### config.mk
export PLATFORM = sky130hd
export DESIGN_NAME = drd_div
export DESIGN_NICKNAME = d
export VERILOG_FILES = /design/src/sv/drd_div.sv
export SDC_FILE = /design/constraint.sdc
export NUM_CORES = 1
export LEC_CHECK = 0
export BUFFER_PORTS_ARGS = -buffer_cell sky130_fd_sc_hd__buf_4
export CELL_PAD_IN_SITES_DETAIL_PLACEMENT = 2
export CELL_PAD_IN_SITES_GLOBAL_PLACEMENT = 2
export CORE_MARGIN = 2
export CORE_UTILIZATION = 30
export DETAILED_ROUTE_END_ITERATION = 10
export PLACE_DENSITY = 0.55
export SYNTH_ARGS = -nofsm -noshare
export SYNTH_HDL_FRONTEND = slang
export SYNTH_SLANG_ARGS = --single-unit
### constraint.sdc
create_clock -name clk -period 3 [get_ports clk]
set_clock_uncertainty 0.2 [all_clocks]
set_input_delay 0.45 -clock clk [delete_from_list [all_inputs] [get_ports clk]]
set_output_delay 0.45 -clock clk [all_outputs]
set_load 0.1 [all_outputs]
### src/sv/drd_div.sv
`timescale 1ns / 1ps
module drd_div #(
    parameter int NB = 16,
    parameter int DB = 8,
    parameter int PB = 1
) (
    input  logic          clk,
    input  logic          rst_n,
    input  logic          en,
    input  logic          in_valid,
    input  logic [NB-1:0] dividend,
    input  logic [DB-1:0] divisor,
    input  logic [PB-1:0] in_payload,
    output logic          out_valid,
    output logic [NB-1:0] quotient,
    output logic [DB-1:0] remainder,
    output logic [PB-1:0] out_payload
);

    logic          v_reg [NB];
    logic [DB-1:0] r_reg [NB];
    logic [NB-1:0] q_reg [NB];
    logic [PB-1:0] p_reg [NB];

    genvar i;
    generate
        for (i = 0; i < NB; i++)
        begin : g_stage
            logic          v_in;
            logic [DB-1:0] r_in;
            logic [NB-1:0] q_in;
            logic [PB-1:0] p_in;
            logic [DB:0]   trial;
            logic          ge;
            logic [DB-1:0] r_next;
            logic [NB-1:0] q_next;

            if (i == 0)
            begin : g_first
                assign v_in = in_valid;
                assign r_in = '0;
                assign q_in = dividend;
                assign p_in = in_payload;
            end
            else
            begin : g_rest
                assign v_in = v_reg[i-1];
                assign r_in = r_reg[i-1];
                assign q_in = q_reg[i-1];
                assign p_in = p_reg[i-1];
            end

            // one quotient bit per stage
            always_comb
            begin
                trial = {r_in, q_in[NB-1]};
                ge = (trial >= {1'b0, divisor});
                r_next = ge ? DB'(trial - {1'b0, divisor}) : DB'(trial);
                q_next = {q_in[NB-2:0], ge};
            end

            always_ff @(posedge clk or negedge rst_n)
            begin
                if (!rst_n)
                begin
                    v_reg[i] <= 1'b0;
                end
                else if (en)
                begin
                    v_reg[i] <= v_in;
                end
            end

            always_ff @(posedge clk)
            begin
                if (en)
                begin
                    r_reg[i] <= r_next;
                    q_reg[i] <= q_next;
                    p_reg[i] <= p_in;
                end
            end
        end
    endgenerate

    assign out_valid = v_reg[NB-1];
    assign quotient = q_reg[NB-1];
    assign remainder = r_reg[NB-1];
    assign out_payload = p_reg[NB-1];

endmodule

==> results of run 1 <==
[layer usage]
layer | vias to the layer above | track usage | routed length (µm)
met5 | - | 0 | 0
li1 | 5478 | - | -
met3 | 53 | 0.0241 | 1510
met2 | 125 | 0.232 | 21600
met1 | 5715 | 0.178 | 20700
met4 | 0 | 0.0332 | 792
[power breakdown]
| part | switching, mW | total (mW) | leakage [nW] | internal, mW |
|---|---|---|---|---|
| Clock | 2.32 | 5.72 | 0.749 | 3.40 |
| Combinational | 4.19 | 7.41 | 3.80 | 3.21 |
| Sequential | 0.564 | 8.49 | 4.08 | 7.93 |
| Total | 7.07 | 21.6 | 8.63 | 14.5 |
[layout make-up]
type                       count  area, µm²  area share
timing repair buffer         125       1170      0.0503
sequential                   416      12400       0.534
clock buffer                  66       1350      0.0582
clock inverter                23        193     0.00829
multi-input combinational    844       6790       0.292
tap                          855       1070      0.0460
inverter                      68        255      0.0110
[metrics by stage]
stage / setup slack, ns / power [mW] / hold WS (ns)
2_1_floorplan: 0.360 / 13.9 / -0.0456
3_3_place_gp: 0.0647 / 15.8 / 0.118
3_5_place_dp: 0.0533 / 16.1 / 0.124
4_1_cts: 0.334 / 22.0 / 0.0211
5_1_grt: 0.155 / 23.1 / 0.0767
6_report: 0.353 / 21.6 / 0.0622
[path summary, 6_finish.rpt]
| path | slack [ns] | cells past startpoint | startpoint | endpoint |
|---|---|---|---|---|
| min reg2reg | 0.21 | 0 | q_reg[0][74] | q_reg[0][91] |
| min | 0.06 | 3 | dividend[15] | r_reg[0][0] |
| max in group asynchronous | 2.32 | 2 | rst_n | g_stage[5].v_in |
| min in group asynchronous | 0.09 | 2 | rst_n | out_valid |
| max | 0.35 | 9 | divisor[7] | r_reg[1][21] |
| max reg2reg | 0.38 | 7 | r_reg[1][49] | r_reg[1][63] |
[worst register-to-register path: stages, from the launching register on]
cell	delay (ns)
edfxtp_1	0.39
ha_1	0.40
nand2_1	0.09
o21ai_0	0.52
a221oi_4	0.14
buf_4	0.24
a31o_2	0.24
o22a_1	0.16
[logic make-up after synthesis]
| family | after synthesis |
|---|---|
| mux | 85 |
| buf+inv | 79 |
| xor+xnor | 45 |
| fa+ha+maj | 137 |
| simple gates | 264 |
| flops | 416 |
| compound gates | 313 |
[cell usage in the layout, fill, tap and decap left out, types with 11 or more instances in the layout]
cell           count
mux2_2            53
inv_1             63
clkinv_1          11
nor2_1            46
buf_4             91
o21ai_1           13
dlygate4sd3_1     19
fa_1              15
ha_1             122
nor3_1            13
buf_12            14
a21oi_1           71
o21ai_0           80
xor2_1            21
nand3_1           25
nand2_1           68
o21a_1            25
xnor2_1           24
a21o_1            23
dfrtp_1           16
nand2b_1          19
clkbuf_16         51
mux2i_1           23
clkbuf_1          13
and3_1            12
a211oi_1          13
edfxtp_1         400
nor2b_1           24
[repair_timing]
action / CTS / global route
buffers inserted: 0 / 0
hold buffers: 19 / 0
hold endpoints to repair: 36 / 0
==> results.yml, run 1 <==
synthesis:
  synth_compound_area_frac: 0.114
  ys_top_cells_by_area: "edfxtp_1 (61%), ha_1 (7.8%), mux2_2 (3.1%)"
  synth.top_cell.area_share: 0.615
  synth_simple_gate_area_frac: 0.0714
  synth_adder_area_share: 0.0935
  yosysWarnings: 0
  synth-edff-count: 400
  synth_most_common_cell: "edfxtp_1"
  syn_avg_cell_area_um2: 14.6
  synthCells: 1339
  synth_cell_type_count: 66
  async_reset_ff_frac: 0.0385
  synth_nets: 1505
  synth_common_cells: "edfxtp_1 (400), ha_1 (122), o21ai_0 (80), a21oi_1 (71), nand2_1 (68)"
  yosysSeqAreaShare: 0.635
  synth_area_um2: 19500
  synth_xor_area_frac: 0.0202
  ys.flop_type: "edfxtp_1"
  synth_largest_area_cell: "edfxtp_1"
  synth_seq_cells: 416
  muxShareOfSynthArea: 0.0485
  synth_top_family_by_area: "compound AO/OA/AOI/OAI gates"
timing:
  rsz0062_at_grt: "false"
  max_freq_mhz: 378
  fin_setup_tns_ns: 0
  finalCritPeriodShare: 0.882
  setup_viol: 0
  final_max_slew_viol_count: 0
  slew_headroom: 0.570
  hold_viol: 0
  min_period_ns: 2.65
  worst_pin_slew_ns: 0.639
power_and_ir_drop:
  powerDensity_nw_per_um2: 930
  p_leak_nw: 8.63
  max-vdd-ir-drop_uv: 372
worst_setup_path:
  cpMaxStageDelayCell: "dlygate4sd3_1"
  required_ns: 3.12
  worst_path_most_repeated_cell: "nand2_1"
  critical_path_arrival_ns: 2.77
  worstPathMaxFanout: 15
  crit_buf_inv: 4
  crit_family: "buffers and inverters"
  path_class: "input pin to flop"
  cp-start-kind: "input pin"
  worst_path_largest_cell_delay_ns: 0.54
  crit_chain: "dlygate4sd3_1 > buf_4 > inv_1 > buf_12 > ha_1 > nand2_1 > nand2_1 > a41oi_4 > mux2_2"
  endpoint_kind: "flop"
global_route:
  grt_overflow: 0
  grt_pass1_wl_um: 71400
  antenna_found_initial: 0
  grt_usage: 0.135
  grt_max_degree: 63
  grt_pass1_vias: 12700
placed_design:
  dp_hpwl_um: 30600
  dpl_cell_area_um2: 21500
  place_congestion: 0.751
  dp.cells: 2289
  io_buffers: 54
die:
  rows: 93
  die_w_um: 259
  die_area_um2: 67200
  start_util: 0.303
  die_y_um: 259
  core_um2: 64500
  ios: 55
final_layout:
  drive_gt1_frac: 0.181
  fin_cells: 2397
  fin_util: 0.360
  finalNetCount: 1669
  post-route-cell-area_um2: 23200
  largest_register_ffs: 256
  diodes: 0
  syn_to_final_growth_pct: 18.9
  nFillCells: 6566
clock_network:
  root_buffer: "clkbuf_16"
  cts_resized: 0
  cts_sinks: 416
  htree_levels: 2
  cts.clk_slew.worst_paths_ns: 0.06
  cts.path.max_buffers: 3
  worstSkewPairLatency_ns: 0.58
  cts_tree: "yes"
  cts_inserted_buffers: 48
detailed_routing:
  wire_per_inst_um: 18.6
  antenna_left: 0
  vias_per_cell: 4.74
  drc: 0
  wl_um: 44600
  first_pass_iters: 4
  num_vias: 11400
  drt_iter0_drc: 521
flow_run:
  drv_cap: 0
hold_path:
  hp-class: "input pin to flop"
status:
  outcome: "finished clean"
Note: power is estimated with default switching activity, not from simulation.
==> run 2: changes to the inputs <==
--- a/config.mk
+++ b/config.mk
@@ -8,6 +8,7 @@
 export BUFFER_PORTS_ARGS = -buffer_cell sky130_fd_sc_hd__buf_4
 export CELL_PAD_IN_SITES_DETAIL_PLACEMENT = 2
 export CELL_PAD_IN_SITES_GLOBAL_PLACEMENT = 2
+export CORE_ASPECT_RATIO = 1.25
 export CORE_MARGIN = 2
 export CORE_UTILIZATION = 30
 export DETAILED_ROUTE_END_ITERATION = 10
==> run 2 against run 1 <==
Against the previous run: fmax shrank 0.45%; total power grew 1.1%; die area is essentially flat; register-to-register slack gained 0.08 ns; sequential cell count is the same; critical path depth is the same; critical path type unchanged; critical endpoint is now r_reg[1][22].
==> results.yml, run 2 (same netlist as run 1, synthesis figures left out) <==
detailed_routing:
  wl_um: 45600
  antenna_left: 0
  wire_per_inst_um: 19.1
  num_vias: 11500
  drt_iter0_drc: 462
  vias_per_cell: 4.80
  drc: 0
  first_pass_iters: 4
die:
  core_um2: 64400
  die_area_um2: 67200
  die_w_um: 232
  die_y_um: 289
  start_util: 0.303
  ios: 55
  rows: 104
final_layout:
  largest_register_ffs: 256
  drive_gt1_frac: 0.184
  nFillCells: 6547
  multi_input_area_um2: 6790
  seq_area_um2: 12400
  layout_commonest_cell: "edfxtp_1"
  fin_cells: 2386
  syn_to_final_growth_pct: 19.1
  finalNetCount: 1664
  final_cell_mix: "edfxtp_1 (400), ha_1 (122), buf_4 (84), o21ai_0 (80), a21oi_1 (71)"
  diodes: 0
clock_network:
  cts.clk_slew.worst_paths_ns: 0.06
  cts_sinks: 416
  cts_resized: 0
  cts_setup_buffers: 0
  cts_inserted_buffers: 48
  hold_buffers: 19
  worstSkewPairLatency_ns: 0.58
  cts_tree: "yes"
  root_buffer: "clkbuf_16"
  cts.path.max_buffers: 3
  htree_levels: 2
worst_setup_path:
  path_class: "input pin to flop"
  worstPathMaxFanout: 15
  critical_path_arrival_ns: 2.78
  cp-start-kind: "input pin"
  endpoint_kind: "flop"
  required_ns: 3.12
timing:
  finalCritPeriodShare: 0.886
  rsz0062_at_grt: "false"
  slew_headroom: 0.594
  fin_setup_tns_ns: 0
  hold_viol: 0
  worst_pin_slew_ns: 0.603
  min_period_ns: 2.66
  final_max_slew_viol_count: 0
  setup_viol: 0
  max_freq_mhz: 376
power_and_ir_drop:
  max-vdd-ir-drop_uv: 436
  powerDensity_nw_per_um2: 939
  p_leak_nw: 8.63
global_route:
  antenna_found_initial: 0
  grt_max_degree: 87
  grt_pass1_vias: 12700
  grt_overflow: 0
  grt_pass1_wl_um: 71800
  grt_usage: 0.138
hold_path:
  hp-class: "input pin to flop"
placed_design:
  dp.cells: 2277
  dp_hpwl_um: 31400
  io_buffers: 54
  place_congestion: 0.750
status:
  outcome: "finished clean"
flow_run:
  drv_cap: 0
==> run 2: cell count changes in the layout (fill, tap and decap cells not counted), sizes merged <==
cell,before,now
bufinv,3,6
clkinv,18,16
clkbuf,66,58
clkinvlp,2,6
inv,68,72
buf,106,101
==> run 2: power breakdown <==
part / total (mW) / leakage, nW / internal (mW) / switching, mW
Combinational: 7.44 / 3.78 / 3.22 / 4.22
Sequential: 8.46 / 4.08 / 7.92 / 0.537
Clock: 5.95 / 0.765 / 3.53 / 2.42
Total: 21.9 / 8.63 / 14.7 / 7.18
==> run 2: final timing paths <==
check	start	endpoint	slack, ns	cells after the start
min	dividend[15]	r_reg[0][0]	0.05	3
max reg2reg	r_reg[0][29]	r_reg[0][36]	0.46	5
min reg2reg	q_reg[0][84]	q_reg[0][101]	0.22	0
max	divisor[7]	r_reg[1][22]	0.34	9
min in group asynchronous	rst_n	out_valid	0.12	2
max in group asynchronous	rst_n	g_stage[5].v_in	2.30	2
==> run 2: worst max-delay path, stage by stage <==
cell and delay, ns:
dlygate4sd3_1 0.54, buf_4 0.16, inv_1 0.09, buf_12 0.20, ha_1 0.32, nand2_1 0.11
nand2_1 0.11, a41oi_4 0.37, mux2_2 0.39
==> run 2: area by class of cell <==
type / instances / share of cell area
Sequential cell: 416 / 0.533
Multi-Input combinational cell: 844 / 0.292
Clock inverter: 32 / 0.0146
Tap cell: 848 / 0.0456
Inverter: 68 / 0.0110
Clock buffer: 58 / 0.0541
Timing Repair Buffer: 120 / 0.0497
==> run 2: routing by layer <==
| layer | up-vias | track usage | wire (µm) |
|---|---|---|---|
| li1 | 5477 | - | - |
| met4 | 0 | 0.0447 | 1250 |
| met1 | 5795 | 0.161 | 19100 |
| met5 | - | 0 | 0 |
| met2 | 109 | 0.255 | 24000 |
| met3 | 69 | 0.0214 | 1180 |
==> run 2: per-stage QoR <==
step                      worst slack [ns]   util  instance area, µm²  power (mW)  hold slack, ns
after floorplan                      0.360      -               19500        13.9         -0.0456
after global placement              0.0900  0.333               21500        15.9           0.119
after detailed placement            0.0802  0.333               21500        16.1           0.120
after CTS                            0.345  0.361               23300        22.3          0.0244
after global routing                 0.245  0.361               23300        23.2          0.0416
final                                0.342  0.361               23300        21.9          0.0459
==> run 3: changes to the inputs <==
--- a/config.mk
+++ b/config.mk
@@ -12,7 +12,7 @@
 export CORE_MARGIN = 2
 export CORE_UTILIZATION = 30
 export DETAILED_ROUTE_END_ITERATION = 10
-export PLACE_DENSITY = 0.55
+export PLACE_DENSITY_LB_ADDON = 0.1
 export SYNTH_ARGS = -nofsm -noshare
 export SYNTH_HDL_FRONTEND = slang
 export SYNTH_SLANG_ARGS = --single-unit
==> run 3 against run 2 <==
Against the previous run: sequential share of layout area decreased by 0.37 points; clock-buffer cell count did not move; register-to-register slack gained 0.07 ns; total power up 0.46%; non-clock buffer count is 37 higher; sequential cell count stayed put; worst hold slack improved by 0.0019 ns; utilization up 0.25 points.
==> results.yml, run 3 (same netlist as run 1, synthesis figures left out) <==
timing:
  worst_pin_slew_ns: 0.575
  slew_headroom: 0.613
  fin_setup_tns_ns: 0
  finalCritPeriodShare: 0.880
  final_max_slew_viol_count: 0
  min_period_ns: 2.64
  hold_viol: 0
  fin_ws_ns: 0.361
  rsz0062_at_grt: "false"
  max_freq_mhz: 379
  setup_viol: 0
clock_network:
  cts_tree: "yes"
  cts_sinks: 416
  cts_resized: 0
  root_buffer: "clkbuf_16"
  cts.clk_slew.worst_paths_ns: 0.06
  worstSkewPairLatency_ns: 0.61
  hold_buffers: 19
  cts.path.max_buffers: 3
  htree_levels: 2
  cts_inserted_buffers: 47
  cts_setup_buffers: 0
die:
  die_w_um: 232
  rows: 104
  die_area_um2: 67200
  core_um2: 64400
  ios: 55
  die_y_um: 289
  start_util: 0.303
detailed_routing:
  vias_per_cell: 4.77
  antenna_left: 0
  drt_iter0_drc: 416
  wire_per_inst_um: 19.0
  first_pass_iters: 6
  drc: 0
  wl_um: 45900
  num_vias: 11500
final_layout:
  post-route-cell-area_um2: 23400
  final_cell_mix: "edfxtp_1 (400), buf_4 (125), ha_1 (122), o21ai_0 (80), a21oi_1 (71)"
  nFillCells: 6516
  seq_area_um2: 12400
  largest_register_ffs: 256
  finalNetCount: 1700
  multi_input_area_um2: 6790
  diodes: 0
  layout_commonest_cell: "edfxtp_1"
  drive_gt1_frac: 0.201
  syn_to_final_growth_pct: 19.9
global_route:
  antenna_found_initial: 0
  grt_pass1_wl_um: 72400
  grt_overflow: 0
  grt_pass1_vias: 12900
  grt_usage: 0.140
  grt_max_degree: 84
worst_setup_path:
  path_class: "input pin to flop"
  required_ns: 3.14
  worst_path_most_repeated_cell: "nand2_1"
  rrSetupSlack_ns: 0.53
  cpMaxStageDelayCell: "dlygate4sd3_1"
  crit_chain: "dlygate4sd3_1 > buf_4 > inv_1 > buf_12 > ha_1 > nand2_1 > nand2_1 > a41oi_4 > mux2_2"
  endpoint_kind: "flop"
  worstPathMaxFanout: 15
  critical_path_arrival_ns: 2.78
  cp-start-kind: "input pin"
  worst_path_largest_cell_delay_ns: 0.56
placed_design:
  place_congestion: 0.776
  io_buffers: 54
  dp_hpwl_um: 32200
  dp_worst_setup_slack_ns: 0.0966
  dpl_cell_area_um2: 21700
flow_run:
  drv_cap: 0
status:
  outcome: "finished clean"
power_and_ir_drop:
  max-vdd-ir-drop_uv: 419
  p_leak_nw: 8.77
  powerDensity_nw_per_um2: 937
  power_mw: 22.0
hold_path:
  hp-class: "input pin to asynchronous set/reset pin"
==> run 3: cell count changes in the layout (fill, tap and decap cells not counted), sizes merged <==
cell      change
clkinv        +2
clkinvlp      -1
bufinv        -1
inv           -3
buf          +37
==> run 3: layout make-up <==
type	count	share of cell area
Inverter	68	0.0109
Clock buffer	58	0.0520
Timing Repair Buffer	157	0.0591
Multi-Input combinational cell	844	0.290
Clock inverter	29	0.0135
Sequential cell	416	0.530
Tap cell	848	0.0453
==> run 3: critical path, delay by kind of cell <==
kind	cells	cell delay (ns)
buffers and inverters	4	1.02
AND/OR/NAND/NOR	2	0.25
adder cells (fa/ha/maj)	1	0.33
AO/OA/AOI/OAI	1	0.32
multiplexers	1	0.39
==> run 3: worst paths after layout <==
check,endpoint,cells after the start,start
worst max-delay path,r_reg[1][12],9,divisor[7]
worst min-delay path,g_stage[14].v_in,2,rst_n
worst max register to register,r_reg[0][14],8,q_reg[0][15]
worst min register to register,q_reg[0][79],0,q_reg[0][62]
max in group asynchronous,g_stage[15].v_in,2,rst_n
min in group clk,r_reg[0][0],3,dividend[15]
==> run 3: metrics by stage <==
step,utilization,cells,hold WS [ns]
floorplan,-,1339,-0.0456
global placement,0.337,2314,0.118
detailed placement,0.337,2314,0.123
CTS,0.364,2420,0.0160
global route,0.364,2420,0.0422
finish,0.364,2420,0.0478
==> run 3: report_power, final <==
group          switching (mW)  internal (mW)
combinational            4.32           3.39
clock                    2.43           3.34
sequential              0.545           7.93
==> run 3: per-layer routing <==
metal / share of wire / vias to the layer above / routed length, µm / GRT usage
met5: 0 / - / 0 / 0
met3: 0.025 / 63 / 1140 / 0.0218
li1: - / 5560 / - / -
met1: 0.41 / 5815 / 18700 / 0.159
met2: 0.54 / 104 / 24900 / 0.267
met4: 0.024 / 0 / 1110 / 0.0413
